--- src/iss_pkg.sv ---
// Shared types, constants and the UTF-8 lead-byte function for the
// index start position selector. No dependencies.
package iss_pkg;

    // fixed field widths
    localparam int POS_W   = 32;
    localparam int BYTE_W  = 8;
    localparam int CNT_W   = 3;
    localparam int SKIP_W  = 3;
    localparam int CIDX_W  = 3;
    localparam int CDATA_W = 8;

    // separator registers and the usable count
    localparam int SEP_REGS       = 4;
    localparam int MAX_SEPARATORS = 4;
    localparam int SEP_LIMIT      = (MAX_SEPARATORS < SEP_REGS) ? MAX_SEPARATORS : SEP_REGS;

    // characters with a meaning of their own
    localparam logic [BYTE_W-1:0] CH_TAB = 8'h09;
    localparam logic [BYTE_W-1:0] CH_NL  = 8'h0A;
    localparam logic [BYTE_W-1:0] CH_NUL = 8'h00;

    // register indexes
    localparam logic [CIDX_W-1:0] CFG_UTF8  = 3'd0;
    localparam logic [CIDX_W-1:0] CFG_COUNT = 3'd1;
    localparam logic [CIDX_W-1:0] CFG_SEP_A = 3'd2;
    localparam logic [CIDX_W-1:0] CFG_SEP_B = 3'd3;
    localparam logic [CIDX_W-1:0] CFG_SEP_C = 3'd4;
    localparam logic [CIDX_W-1:0] CFG_SEP_D = 3'd5;

    // reset values
    localparam logic [BYTE_W-1:0] SEP_RESET = 8'd32;

    typedef logic [BYTE_W-1:0] byte_t;

    // decoded mode, handed from the register file to the core
    typedef struct packed {
        logic                        utf8;
        logic                        tab_mode;
        logic                        all_mode;
        logic [SEP_REGS-1:0]         sep_en;
        byte_t [SEP_REGS-1:0]        seps;
    } cfg_t;

    // continuation bytes that follow a lead byte (six-byte scheme)
    function automatic logic [SKIP_W-1:0] lead_skip(input byte_t b);
        logic [SKIP_W-1:0] n;
        if (b < 8'hC0)      n = 3'd0;
        else if (b < 8'hE0) n = 3'd1;
        else if (b < 8'hF0) n = 3'd2;
        else if (b < 8'hF8) n = 3'd3;
        else if (b < 8'hFC) n = 3'd4;
        else if (b < 8'hFE) n = 3'd5;
        else                n = 3'd0;
        return n;
    endfunction

endpackage

--- src/iss_in_if.sv ---
// Input channel: one text byte per word with its start mark.
// Depends on iss_pkg.
interface iss_in_if;
    import iss_pkg::*;

    logic                valid;
    logic                ready;
    logic [BYTE_W-1:0]   data_byte;
    logic                start_of_text;

    modport source (output valid, output data_byte, output start_of_text, input ready);
    modport sink   (input valid, input data_byte, input start_of_text, output ready);
endinterface

--- src/iss_out_if.sv ---
// Output channel: one start position per word.
// Depends on iss_pkg.
interface iss_out_if;
    import iss_pkg::*;

    logic                valid;
    logic                ready;
    logic [POS_W-1:0]    position;

    modport source (output valid, output position, input ready);
    modport sink   (input valid, input position, output ready);
endinterface

--- src/iss_cfg.sv ---
// Configuration registers and mode decode.
// Depends on iss_pkg.
module iss_cfg (
    input  logic                   clk,
    input  logic                   rst_n,
    input  logic                   cfg_we,
    input  logic [2:0]             cfg_index,
    input  logic [7:0]             cfg_data,
    output iss_pkg::cfg_t          cfg
);
    import iss_pkg::*;

    logic                        utf8_reg;
    logic [CNT_W-1:0]            count_reg;
    byte_t [SEP_REGS-1:0]        seps_reg;
    logic [CNT_W-1:0]            lim;
    logic                        alive;
    logic [SEP_REGS-1:0]         en;

    // register writes
    always_ff @(posedge clk or negedge rst_n)
    begin
        if (!rst_n)
        begin
            utf8_reg  <= 1'b0;
            count_reg <= '0;
            for (int i = 0; i < SEP_REGS; i++)
            begin
                seps_reg[i] <= SEP_RESET;
            end
        end
        else if (cfg_we)
        begin
            unique case (cfg_index)
                CFG_UTF8:  utf8_reg    <= cfg_data[0];
                CFG_COUNT: count_reg   <= cfg_data[CNT_W-1:0];
                CFG_SEP_A: seps_reg[0] <= cfg_data;
                CFG_SEP_B: seps_reg[1] <= cfg_data;
                CFG_SEP_C: seps_reg[2] <= cfg_data;
                CFG_SEP_D: seps_reg[3] <= cfg_data;
                default:   ;
            endcase
        end
    end

    // clip the count, then a zero separator ends the list
    always_comb
    begin
        lim   = (count_reg > CNT_W'(SEP_LIMIT)) ? CNT_W'(SEP_LIMIT) : count_reg;
        alive = 1'b1;
        for (int i = 0; i < SEP_REGS; i++)
        begin
            if (CNT_W'(i) >= lim) alive = 1'b0;
            if (seps_reg[i] == CH_NUL) alive = 1'b0;
            en[i] = alive;
        end
    end

    assign cfg.utf8     = utf8_reg;
    assign cfg.sep_en   = en;
    assign cfg.seps     = seps_reg;
    assign cfg.all_mode = !en[0];
    assign cfg.tab_mode = en[0] && (seps_reg[0] == CH_TAB);

endmodule

--- src/iss_core.sv ---
// Per-byte decision: offset counter, emit flag and UTF-8 skip count.
// Depends on iss_pkg.
module iss_core #(
    parameter int OFFSET_BITS = 32
) (
    input  logic                       clk,
    input  logic                       rst_n,
    input  logic                       step,
    input  logic [7:0]                 data_byte,
    input  logic                       start_of_text,
    input  iss_pkg::cfg_t              cfg,
    output logic                       emit,
    output logic [OFFSET_BITS-1:0]     pos
);
    import iss_pkg::*;

    logic [OFFSET_BITS-1:0] off_reg, off_next;
    logic                   flag_reg, flag_next;
    logic [SKIP_W-1:0]      skip_reg, skip_next;
    logic                   flag_cur;
    logic [SKIP_W-1:0]      skip_cur;
    logic [SEP_REGS-1:0]    match;
    logic                   hit;

    // separator compare across the active list
    always_comb
    begin
        for (int i = 0; i < SEP_REGS; i++)
        begin
            match[i] = cfg.sep_en[i] && (data_byte == cfg.seps[i]);
        end
    end
    assign hit = |match;

    // start mark resets the state ahead of this byte
    assign pos      = start_of_text ? '0 : off_reg;
    assign flag_cur = start_of_text ? 1'b1 : flag_reg;
    assign skip_cur = start_of_text ? '0 : skip_reg;
    assign off_next = pos + OFFSET_BITS'(1);

    // mode decision
    always_comb
    begin
        emit      = 1'b0;
        flag_next = flag_cur;
        skip_next = skip_cur;
        if (cfg.utf8 && (skip_cur != '0))
        begin
            // continuation byte: nothing to report
            skip_next = skip_cur - SKIP_W'(1);
        end
        else
        begin
            if (cfg.utf8)
            begin
                skip_next = lead_skip(data_byte);
            end
            if (cfg.tab_mode)
            begin
                if (flag_cur && (data_byte == CH_TAB))
                begin
                    emit      = 1'b1;
                    flag_next = 1'b0;
                end
                else if (data_byte == CH_NL)
                begin
                    emit      = 1'b1;
                    flag_next = 1'b1;
                end
                else
                begin
                    emit = flag_cur;
                end
            end
            else if (cfg.utf8 || cfg.all_mode)
            begin
                emit = 1'b1;
            end
            else
            begin
                emit      = flag_cur;
                flag_next = hit;
            end
        end
    end

    // state update
    always_ff @(posedge clk or negedge rst_n)
    begin
        if (!rst_n)
        begin
            off_reg  <= '0;
            flag_reg <= 1'b1;
            skip_reg <= '0;
        end
        else if (step)
        begin
            off_reg  <= off_next;
            flag_reg <= flag_next;
            skip_reg <= skip_next;
        end
    end

endmodule

--- src/index_start_position_selector.sv ---
// Top level of the index start position selector: input register, core,
// result register. Depends on iss_pkg, iss_in_if, iss_out_if, iss_cfg, iss_core.
//
//   channel   dir  payload                         handshake
//   in_ch     in   data_byte[7:0], start_of_text   valid/ready
//   out_ch    out  position[31:0]                  valid/ready
//   cfg       in   cfg_index[2:0], cfg_data[7:0]   cfg_we, no wait
//
// One byte per cycle while out_ch is not stalled; an accepted byte is held in
// the input register, and its position then goes to the result register.
// Bytes that give no position leave nothing on out_ch.
// Reset clears offset, skip count and valids and sets the emit flag.
// A stalled result holds one byte in the input register; in_ch stalls
// only when both registers are full.
module index_start_position_selector #(
    parameter int OFFSET_BITS = 32
) (
    input  logic          clk,
    input  logic          rst_n,
    iss_in_if.sink        in_ch,
    iss_out_if.source     out_ch,
    input  logic          cfg_we,
    input  logic [2:0]    cfg_index,
    input  logic [7:0]    cfg_data
);
    import iss_pkg::*;

    iss_pkg::cfg_t                  cfg;
    logic                           s1_valid_reg, s1_valid_next;
    byte_t                          s1_byte_reg;
    logic                           s1_sot_reg;
    logic                           out_valid_reg, out_valid_next;
    logic [POS_W-1:0]               position_reg;
    logic                           s1_adv;
    logic                           in_acc;
    logic                           emit;
    logic [OFFSET_BITS-1:0]         pos;
    logic [POS_W+OFFSET_BITS-1:0]   pos_ext;

    iss_cfg u_cfg (
        .clk       (clk),
        .rst_n     (rst_n),
        .cfg_we    (cfg_we),
        .cfg_index (cfg_index),
        .cfg_data  (cfg_data),
        .cfg       (cfg)
    );

    iss_core #(
        .OFFSET_BITS (OFFSET_BITS)
    ) u_core (
        .clk           (clk),
        .rst_n         (rst_n),
        .step          (s1_adv),
        .data_byte     (s1_byte_reg),
        .start_of_text (s1_sot_reg),
        .cfg           (cfg),
        .emit          (emit),
        .pos           (pos)
    );

    // handshake
    assign s1_adv      = s1_valid_reg && (!out_valid_reg || out_ch.ready);
    assign in_ch.ready = !s1_valid_reg || s1_adv;
    assign in_acc      = in_ch.valid && in_ch.ready;

    assign s1_valid_next  = in_acc ? 1'b1 : (s1_adv ? 1'b0 : s1_valid_reg);
    assign out_valid_next = s1_adv ? emit : (out_ch.ready ? 1'b0 : out_valid_reg);

    // position is the offset taken to 32 bits
    assign pos_ext = {{POS_W{1'b0}}, pos};

    // valid bits
    always_ff @(posedge clk or negedge rst_n)
    begin
        if (!rst_n)
        begin
            s1_valid_reg  <= 1'b0;
            out_valid_reg <= 1'b0;
        end
        else
        begin
            s1_valid_reg  <= s1_valid_next;
            out_valid_reg <= out_valid_next;
        end
    end

    // payload registers
    always_ff @(posedge clk)
    begin
        if (in_acc)
        begin
            s1_byte_reg <= in_ch.data_byte;
            s1_sot_reg  <= in_ch.start_of_text;
        end
        if (s1_adv && emit)
        begin
            position_reg <= pos_ext[POS_W-1:0];
        end
    end

    assign out_ch.valid    = out_valid_reg;
    assign out_ch.position = position_reg;

endmodule

--- src/flat_wrapper.sv ---
// flat-port wrapper written by rule: the top's interface ports become plain ports
module index_start_position_selector_flat import iss_pkg::*;
#(
    parameter int OFFSET_BITS = 32
)
  (clk, rst_n, cfg_we, cfg_index, cfg_data, in_ch_valid, in_ch_data_byte, in_ch_start_of_text, in_ch_ready, out_ch_valid, out_ch_position, out_ch_ready);
  iss_in_if in_ch_i ();
  iss_out_if out_ch_i ();
  input  logic clk;
  input  logic rst_n;
  input  logic cfg_we;
  input  logic [2:0] cfg_index;
  input  logic [7:0] cfg_data;
  input wire logic [$bits(in_ch_i.valid)-1:0] in_ch_valid;
  input wire logic [$bits(in_ch_i.data_byte)-1:0] in_ch_data_byte;
  input wire logic [$bits(in_ch_i.start_of_text)-1:0] in_ch_start_of_text;
  output wire logic [$bits(in_ch_i.ready)-1:0] in_ch_ready;
  output wire logic [$bits(out_ch_i.valid)-1:0] out_ch_valid;
  output wire logic [$bits(out_ch_i.position)-1:0] out_ch_position;
  input wire logic [$bits(out_ch_i.ready)-1:0] out_ch_ready;
  assign in_ch_i.valid = in_ch_valid;
  assign in_ch_i.data_byte = in_ch_data_byte;
  assign in_ch_i.start_of_text = in_ch_start_of_text;
  assign in_ch_ready = in_ch_i.ready;
  assign out_ch_valid = out_ch_i.valid;
  assign out_ch_position = out_ch_i.position;
  assign out_ch_i.ready = out_ch_ready;
  index_start_position_selector #(.OFFSET_BITS(OFFSET_BITS)) u_core (.clk(clk), .rst_n(rst_n), .in_ch(in_ch_i), .out_ch(out_ch_i), .cfg_we(cfg_we), .cfg_index(cfg_index), .cfg_data(cfg_data));
endmodule
--- config.mk ---
export PLATFORM = sky130hd
export DESIGN_NAME = index_start_position_selector_flat
export DESIGN_NICKNAME = d
export VERILOG_FILES = /design/src/iss_pkg.sv /design/src/iss_in_if.sv /design/src/iss_out_if.sv /design/src/iss_cfg.sv /design/src/iss_core.sv /design/src/index_start_position_selector.sv /design/src/flat_wrapper.sv
export SDC_FILE = /design/constraint.sdc
export NUM_CORES = 1
export LEC_CHECK = 0
export BUFFER_PORTS_ARGS = -buffer_cell sky130_fd_sc_hd__buf_4
export CAP_MARGIN = 0
export CORE_MARGIN = 2
export CORE_UTILIZATION = 50
export DETAILED_ROUTE_END_ITERATION = 7
export PLACE_DENSITY = 0.81
export SLEW_MARGIN = 20
export SYNTH_ARGS = -nofsm -noshare
export SYNTH_HDL_FRONTEND = slang
export SYNTH_SLANG_ARGS = --single-unit
--- constraint.sdc ---
create_clock -name clk -period 4.2 [get_ports clk]
set_input_delay 0.42 -clock clk [delete_from_list [all_inputs] [get_ports clk]]
set_output_delay 0.42 -clock clk [all_outputs]
set_load 0.05 [all_outputs]
Yosys cells after proc, flatten, opt, wreduce, memory -nomap -nowiden

Index checks and enable logic that the tools add are counted.
W data, S select, Z words.

Output and inout port bits: 34
Bits in registers: 115
Input port bits: 25
Logic and storage cells: 103

$add $sub $neg: 2
Equal/unequal tests: 12
Magnitude comparators: 11
Multiplexer cells: 33
Reduce and logical (&&, ||, !) cells: 31

Operators with widths:

| kind                    | number |
|---|---|
| $lt A8 B8 Y1 const B    | 6 |
| $add A32 B1 Y32 const B | 1 |
| $eq A8 B8 Y1            | 4 |
| $logic_not A8 Y1        | 4 |
| $mux W32                | 1 |
| $mux W3                 | 10 |
| $eq A8 B4 Y1 const B    | 3 |
| $mux W1                 | 22 |
| $reduce_and A2 Y1       | 6 |
| $logic_and A1 B1 Y1     | 10 |
| $eq A3 B2 Y1 const B    | 2 |
| $eq A3 B3 Y1 const B    | 2 |
| $ge A1 B3 Y1 const A    | 2 |
| $ge A2 B3 Y1 const A    | 2 |
| $reduce_bool A2 Y1      | 2 |
| $reduce_or A4 Y1        | 1 |
| $eq A3 B1 Y1 const B    | 1 |
| $gt A3 B3 Y1 const B    | 1 |
| $logic_not A1 Y1        | 3 |
| $logic_not A3 Y1        | 1 |
| $logic_or A1 B1 Y1      | 3 |
| $reduce_bool A3 Y1      | 1 |
| $sub A3 B1 Y3 const B   | 1 |

Longest topological paths before layout

Gate-level depths: netlist of the first run.

Word-level depth: 16
Gate-level depth with buffers: 10
Gate-level depth less buffers: 9

By module

Synthesis of the first run repeated with hierarchy kept, for this count alone.

Cells, all modules: 456
Area total of the unflattened synthesis: 5,546.6 µm²

Modules (own cells, without submodules):

| module                        | instances | area each (µm²) | cells an instance | seq. area each (µm²) |
|---|---|---|---|---|
| iss_core                      | 1         | 2,628.8         | 301               | 902.1 |
| iss_cfg                       | 1         | 1,575.3         | 104               | 905.9 |
| index_start_position_selector | 1         | 1,342.5         | 51                | 1,281.2 |

Worst setup path before layout of the first run

OpenSTA, ideal clock, no wires.

Path type: register to register
Start: reg u_core.s1_byte_reg[5]
End: reg u_core.position_reg[0] (netlist: u_core.out_ch.position[0]) (enable)
Setup slack: 1.154 ns
Clock period less this slack: 3.046 ns
Cell stages (with the launch flop): 6
Path buffers: 1
Required time: 3.781 ns
Arrival: 2.627 ns
Setup time: 0.419 ns
Cells stage by stage: edfxtp_1 clkbuf_1 nor4b_1 nand4_1 a22o_1 a211oi_2

Cells in the longest elaborated chain, start to end: 6
Elaborated cells on any way between the ends: 8
Those cells by class: eq/ne: 2; mux: 4; reduce/logical: 2

RTL lines:

| item                                                  | RTL line                            | RTL |
|---|---|---|
| start, declared                                       | index_start_position_selector.sv:30 | `byte_t s1_byte_reg;` |
| start signal, assigned                                | index_start_position_selector.sv:93 | `s1_byte_reg <= in_ch.data_byte;` |
| $eq A8 B4 Y1 (on tied branches)                       | iss_core.sv:65, iss_core.sv:60      |  |
| $mux W1 / $logic_and A1 B1 Y1 (equally long branches) | iss_core.sv:65, iss_core.sv:60      |  |
| $mux W1 *                                             | iss_core.sv:60                      | `if (flag_cur && (data_byte == CH_TAB))` |
| $mux W1 *                                             | iss_core.sv:58                      | `if (cfg.tab_mode)` |
| $mux W1 *                                             | iss_core.sv:47                      | `if (cfg.utf8 && (skip_cur != '0))` |
| $logic_and A1 B1 Y1 *                                 | index_start_position_selector.sv:96 | `if (s1_adv && emit)` |
| end signal, assigned                                  | index_start_position_selector.sv:98 | `position_reg <= pos_ext[POS_W-1:0];` |
| end, declared                                         | index_start_position_selector.sv:33 | `logic [POS_W-1:0] position_reg;` |

Every way passes the cells marked *; elsewhere a longest branch is shown, timed or not.
A chain may end at the register's enable or synchronous reset.

Worst setup path in the final report of the first run

Start: reg u_core.s1_sot_reg
End: reg u_core.position_reg[29] (netlist: u_core.out_ch.position[29]) (enable)

Cells in the longest elaborated chain, start to end: 6
Elaborated cells on any way between the ends: 11
Those cells by class: mux: 7; reduce/logical: 4

RTL lines:

| item                                                  | RTL line                            | RTL |
|---|---|---|
| start, declared                                       | index_start_position_selector.sv:31 | `logic s1_sot_reg;` |
| start signal, assigned                                | index_start_position_selector.sv:94 | `s1_sot_reg <= in_ch.start_of_text;` |
| $mux W1                                               | iss_core.sv:37                      | `assign flag_cur = start_of_text ? 1'b1 : flag_reg;` |
| $mux W1 / $logic_and A1 B1 Y1 (equally long branches) | iss_core.sv:65, iss_core.sv:60      |  |
| $mux W1                                               | iss_core.sv:60                      |  |
| $mux W1                                               | iss_core.sv:58                      |  |
| $mux W1 *                                             | iss_core.sv:47                      |  |
| $logic_and A1 B1 Y1 *                                 | index_start_position_selector.sv:96 |  |

Marked as above.

==> results of run 1 <==
worst register-to-register path, cell delays in order, from the launching register on:
cell and delay [ps]:
edfxtp_1 820, inv_1 290, nand2_1 160, ha_1 160, ha_1 200, nor2b_1 110, a211oi_4 150, buf_4 400
Yosys cell counts, drive strengths merged, types with 2 or more instances:
library cell  number
clkbuf            10
nor2b             32
nor4b              2
and4               2
nand2b             3
and4b              2
a211oi             2
or4                5
o22ai              6
and2               2
nand4b             3
nor3              16
o21ai             14
edfxtp            41
mux2              36
dfstp              5
buf               12
a21oi             10
nor4               8
and3               8
ha                 3
nor4bb             2
inv               10
or3                2
dfrtp             69
a22o               2
a31oi              3
nand4             14
o31ai              2
nand3             20
xor2               5
nor2              22
nand2             48
xnor2             48
per-stage QoR:
step	worst slack, ps	power, uW
3_5_place_dp	1570	2540
5_1_grt	1410	4140
4_1_cts	1560	3990
2_1_floorplan	1150	2240
6_report	1560	3960
3_3_place_gp	1700	2500
worst max-delay path by stage:
| stage | depth (start not counted) | endpoint | slack, ps | start |
|---|---|---|---|---|
| 6_report | 7 | u_core.out_ch.position[29] | 1560 | u_core.s1_sot_reg |
| 5_1_grt | 7 | u_core.out_ch.position[0] | 1410 | u_core.s1_sot_reg |
| 4_1_cts | 7 | u_core.out_ch.position[29] | 1560 | u_core.s1_sot_reg |
| 3_5_place_dp | 7 | u_core.out_ch.position[2] | 1570 | u_core.s1_sot_reg |
| 3_3_place_gp | 8 | u_core.out_ch.valid | 1700 | u_core.s1_sot_reg |
| 2_1_floorplan | 5 | u_core.out_ch.position[0] | 1150 | u_core.s1_byte_reg[5] |
cell type report:
type	instances	share of cell area [%]
Sequential cell	115	45.8
Inverter	10	0.557
Multi-Input combinational cell	335	35.4
Timing Repair Buffer	62	6.90
Clock inverter	11	2.39
Tap cell	140	2.60
Clock buffer	21	6.37
power by group through the flow:
| stage | Sequential (uW) | Clock [uW] | Combinational [uW] |
|---|---|---|---|
| 2_1_floorplan | 1830 | 0 | 412 |
| 3_3_place_gp | 1580 | 0 | 919 |
| 3_5_place_dp | 1590 | 0 | 943 |
| 4_1_cts | 1580 | 1460 | 948 |
| 5_1_grt | 1600 | 1520 | 1010 |
| 6_report | 1580 | 1440 | 940 |
cell families after synthesis:
logic type      after synthesis  share of synthesized area (%)
compound gates               47                           5.35
xor+xnor                     53                           8.27
fa+ha+maj                     3                          0.669
buf+inv                      32                           2.61
flops                       115                           55.1
mux                          37                           7.40
simple gates                195                           20.6
routing by layer:
metal | vias up | part of all wire [%]
met5 | - | 0
met4 | 0 | 1.8
met3 | 26 | 4.6
met2 | 118 | 52
met1 | 1925 | 42
li1 | 1847 | -
==> flow_summary.json, run 1 <==
{
  "status": "complete, no violations",
  "synth_nets": 510,
  "coreArea_sq_um": 10900,
  "ir_drop_v": 0.000411,
  "cts_root_buffer": "clkbuf_8",
  "ys_async_sr_fraction_pct": 64.3,
  "final.setup.tns_ps": 0,
  "met2_usage_pct": 35.4,
  "viasPerCell": 5.64,
  "grt_max_degree": 75,
  "fillers": 838,
  "route.vias.total": 3916,
  "internal-power_uw": 2710,
  "cp_slowest_cell": "edfxtp_1",
  "h-tree-depth": 4,
  "yosys_warnings": 0,
  "end_kind": "flip-flop",
  "grt_pass1_wl_microns": 19400,
  "rsz0062_at_grt": "false",
  "path_clk_slew_ps": 60,
  "cts_tree": "built",
  "crit_required_ps": 4370,
  "initial_core_util_pct": 51.5,
  "synth_area_sq_um": 5610,
  "r2r_cells": 7,
  "cts_resized": 0,
  "crit_family": "flip-flops",
  "post_drt_wl_per_cell_microns": 16.5,
  "final-max-slew-violation-count": 0,
  "io_pins": 59,
  "rrSetupSlack_ps": 1560,
  "multi_input_area_sq_um": 2380,
  "row_count": 38,
  "synth-edff-count": 41,
  "cpPeakStageDelay_ps": 820,
  "regArea_sq_um": 3090,
  "p_leak_uw": 0.00269,
  "io_buffers": 58,
  "netlist_instances": 482,
  "whs_ps": 44.7,
  "min_path_type": "in2async",
  "drc_errors": 0,
  "timing.fmax_mhz": 379,
  "p_switching_uw": 1250,
  "antenna_left": 0,
  "yosys.area.top_type": "dfrtp_1",
  "drt_wl_total_microns": 11500,
  "placed_area_sq_um": 6150,
  "area_growth_pct": 20.1,
  "ys_ff_latch": 115,
  "timing.final.crit_share_pct": 62.8,
  "antennaDiodeCount": 0,
  "path_cells": "inv_1, nand2_1, ha_1, ha_1, nor2b_1, a211oi_4, buf_4",
  "crit_path_max_fanout": 33,
  "maxCapViolCount": 0,
  "drt-pass1-iter-count": 5,
  "maxSlewHeadroom_pct": 37.1,
  "worstMarginPinSlew_ps": 944,
  "clock_latency_ps": 520,
  "grtUsageMet3_pct": 6.88,
  "yosys_most_used_dff": "dfrtp_1",
  "worst-path-buf-inv": 2,
  "grt_usage_pct": 21.1,
  "cts_made_buffers": 17,
  "nNetsFinal": 569,
  "drt_iter0_markers": 209,
  "finClkSkew_ps": 10.9,
  "use_met1_pct": 25.3,
  "final_hold_viol_count": 0,
  "yosysTopAreaCellShare_pct": 30.8,
  "finalNonFillerCells": 694,
  "mostFrequentLayoutCells": "69 x dfrtp_1, 62 x buf_4, 48 x nand2_1, 48 x xnor2_1, 41 x edfxtp_1",
  "antenna_found_initial": 0,
  "seq_power_share_pct": 39.9,
  "switching_share_pct": 31.6,
  "avgSynthCellArea_sq_um": 11.6,
  "final_common_cell": "dfrtp_1",
  "cp_common_cell": "ha_1",
  "grt_overflow": 0,
  "drive_above_1_share_pct": 27.3,
  "dieArea_sq_um": 12100,
  "clockPowerShare_pct": 36.4,
  "fin_util_pct": 61.9,
  "crit_arrival_ps": 2810,
  "worstReg2RegStart": "u_core.s1_sot_reg",
  "finalSetupViolations": 0,
  "cts_setup_buffers": 0,
  "grt_pass1_vias": 3973,
  "seq_area_frac_synth_pct": 55.1,
  "die_x_microns": 110,
  "top_usage_layer": "met2",
  "dieHeight_microns": 110,
  "worstSetupPathType": "reg2reg",
  "synth_area_leaders": "dfrtp_1 31%, edfxtp_1 22%, xnor2_1 7.5%, mux2_2 7.2%, nor2b_1 3.6%",
  "postCtsHoldBufs": 0,
  "netlist-cell-type-count": 59,
  "cts_sinks": 115,
  "dpl.hpwl_microns": 7690,
  "fin_crit_ps": 2640,
  "power.density_nw_per_um2": 588,
  "place_inst": 662,
  "routabilityCongestion": 0.816,
  "p_comb_share_pct": 23.7,
  "r2r_end": "u_core.out_ch.position[29]",
  "fin_area_sq_um": 6740,
  "startpoint_type": "flip-flop",
  "cts_buffer_depth": 2
}
Note: power is estimated with default switching activity, not from simulation.
==> inputs of run 2 (changes only) <==
--- a/config.mk
+++ b/config.mk
@@ -10,7 +10,7 @@
 export CORE_MARGIN = 2
 export CORE_UTILIZATION = 50
 export DETAILED_ROUTE_END_ITERATION = 7
-export PLACE_DENSITY = 0.81
+export PLACE_DENSITY = 0.84
 export SLEW_MARGIN = 20
 export SYNTH_ARGS = -nofsm -noshare
 export SYNTH_HDL_FRONTEND = slang
==> constraint.sdc (replaced) <==
create_clock -name clk -period 2.3 [get_ports clk]
set_input_delay 0.23 -clock clk [delete_from_list [all_inputs] [get_ports clk]]
set_output_delay 0.23 -clock clk [all_outputs]
set_load 0.05 [all_outputs]
==> run 2 against run 1 <==
Maximum frequency grew 19%. Sequential share of layout area down 1.6 points. Sequential cell count is the same. Power grew 77%. Combinational power is 95% higher. Clock skew down 4.1 ps. Count of clock-buffer cells in the layout is 4 lower. Clock power increased by 62%. Utilization grew 2.3 points. Critical path type unchanged. Critical endpoint is now u_core.out_ch.valid.
==> flow_summary.json, run 2 (synthesized netlist as in run 1, its figures left out) <==
{
  "post-place-ws_ps": 145,
  "met1_length_microns": 4880,
  "worstSetupPathType": "reg2reg",
  "worstReg2RegStart": "u_core.s1_sot_reg",
  "cts_setup_buffers": 0,
  "dieArea_sq_um": 12100,
  "worst-path-buf-inv": 2,
  "ir_drop_v": 0.000573,
  "met2_length_microns": 6040,
  "fillers": 802,
  "final-max-slew-violation-count": 0,
  "routabilityCongestion": 0.903,
  "rsz0062_at_grt": "false",
  "setup_ws_ps": 92.5,
  "place_inst": 674,
  "multi_input_area_sq_um": 2400,
  "row_count": 38,
  "power.density_nw_per_um2": 1000,
  "final.setup.tns_ps": 0,
  "crit_family": "simple AND/OR/NAND/NOR gates",
  "cts_made_buffers": 17,
  "drt_iter0_markers": 236,
  "post_drt_wl_per_cell_microns": 16.2,
  "regArea_sq_um": 3090,
  "fin_crit_ps": 2210,
  "rrSetupSlack_ps": 90,
  "final_hold_viol_count": 0,
  "r2r_end": "u_core.out_ch.valid",
  "viasPerCell": 5.62,
  "antennaDiodeCount": 0,
  "route.vias.total": 4070,
  "drt-pass1-iter-count": 5,
  "final_common_cell": "buf_4",
  "drc_errors": 0,
  "area_growth_pct": 24.6,
  "drive_above_1_share_pct": 28.9,
  "maxCapViolCount": 0,
  "status": "complete, no violations",
  "p_leak_uw": 0.00279,
  "cts_sinks": 115,
  "finalSetupViolations": 0,
  "timing.final.crit_share_pct": 96.0,
  "path_cells": "inv_1, nand2_1, ha_1, ha_1, nor2b_1, a211oi_4, buf_12, or2_2",
  "io_buffers": 58,
  "finalNonFillerCells": 724,
  "mostFrequentLayoutCells": "73 x buf_4, 69 x dfrtp_1, 48 x nand2_1, 48 x xnor2_1, 41 x edfxtp_1",
  "grt_pass1_vias": 4161,
  "dieHeight_microns": 110,
  "cts_tree": "built",
  "crit_arrival_ps": 2600,
  "clock_latency_ps": 510,
  "drt_wl_total_microns": 11700,
  "cp_slowest_cell": "edfxtp_1",
  "cp-startpoint": "u_core.s1_sot_reg",
  "path_clk_slew_ps": 60,
  "r2r_cells": 8,
  "end_kind": "flip-flop",
  "coreArea_sq_um": 10900,
  "grt_overflow": 0,
  "met3_length_microns": 514,
  "antenna_left": 0,
  "grt_max_degree": 75,
  "cts_root_buffer": "clkbuf_8",
  "crit_path_max_fanout": 33,
  "initial_core_util_pct": 51.5,
  "io_pins": 59,
  "dpl.hpwl_microns": 7920,
  "maxSlewHeadroom_pct": 37.4,
  "grt_pass1_wl_microns": 19700,
  "cpPeakStageDelay_ps": 500,
  "startpoint_type": "flip-flop",
  "top_layer_used": "met4",
  "h-tree-depth": 4,
  "min_path_type": "in2reg",
  "power.total_uw": 7020,
  "antenna_found_initial": 0,
  "crit_required_ps": 2690,
  "finClkSkew_ps": 6.82,
  "timing.fmax_mhz": 453,
  "worstMarginPinSlew_ps": 939,
  "die_x_microns": 110,
  "nNetsFinal": 600,
  "critPathCapture": "u_core.out_ch.valid",
  "cts_buffer_depth": 2,
  "cp_common_cell": "ha_1",
  "whs_ps": 157,
  "grt_usage_pct": 21.4,
  "cp_num_cells": 8
}
==> run 2: metal layers <==
| layer | vias to the layer above | GRT usage (%) |
|---|---|---|
| li1 | 1903 | - |
| met1 | 2002 | 25.8 |
| met2 | 137 | 36.1 |
| met3 | 28 | 5.57 |
| met4 | 0 | 9.04 |
| met5 | - | 0 |
==> run 2: power breakdown <==
part	switching, uW	internal (uW)
Sequential	283	2570
Clock	926	1410
Combinational	1140	696
==> run 2: layout make-up <==
type / count / area share, %
flip-flops and latches: 115 / 44.2
well taps: 140 / 2.51
repair buffers: 93 / 10.8
clock buffers: 17 / 5.92
clock inverters: 14 / 1.66
inverters: 10 / 0.537
multi-input cells: 335 / 34.3
==> run 2: how the worst min path moves through the flow <==
| stage | startpoint | slack (ps) | cells after the start | endpoint |
|---|---|---|---|---|
| detailed placement | in_ch_data_byte[0] | 410 | 1 | u_core.s1_byte_reg[0] |
| finish | cfg_index[2] | 160 | 3 | u_core.u_cfg.utf8_reg |
| CTS | cfg_index[2] | 130 | 3 | u_core.u_cfg.utf8_reg |
| global route | cfg_index[2] | 140 | 3 | u_core.u_cfg.utf8_reg |
| floorplan | rst_n | -70 | 0 | u_core.out_ch.valid |
| global placement | in_ch_data_byte[7] | 410 | 1 | u_core.s1_byte_reg[7] |
==> run 2: metrics by stage <==
step | utilization, % | cell area (sq um)
floorplan | - | 5640
global placement | 57.6 | 6270
detailed placement | 57.6 | 6270
global route | 64.2 | 6990
finish | 64.2 | 6990
CTS | 64.2 | 6990
==> run 2: worst register-to-register path: stages, from the launching register on <==
cell	delay, ps
edfxtp_1	500
inv_1	180
nand2_1	100
ha_1	230
ha_1	240
nor2b_1	310
a211oi_4	70
buf_12	190
or2_2	290
==> run 2: timing repair <==
action,CTS,global route
hold endpoints to repair,110,0
hold buffers,19,0
gates resized for setup,0,0
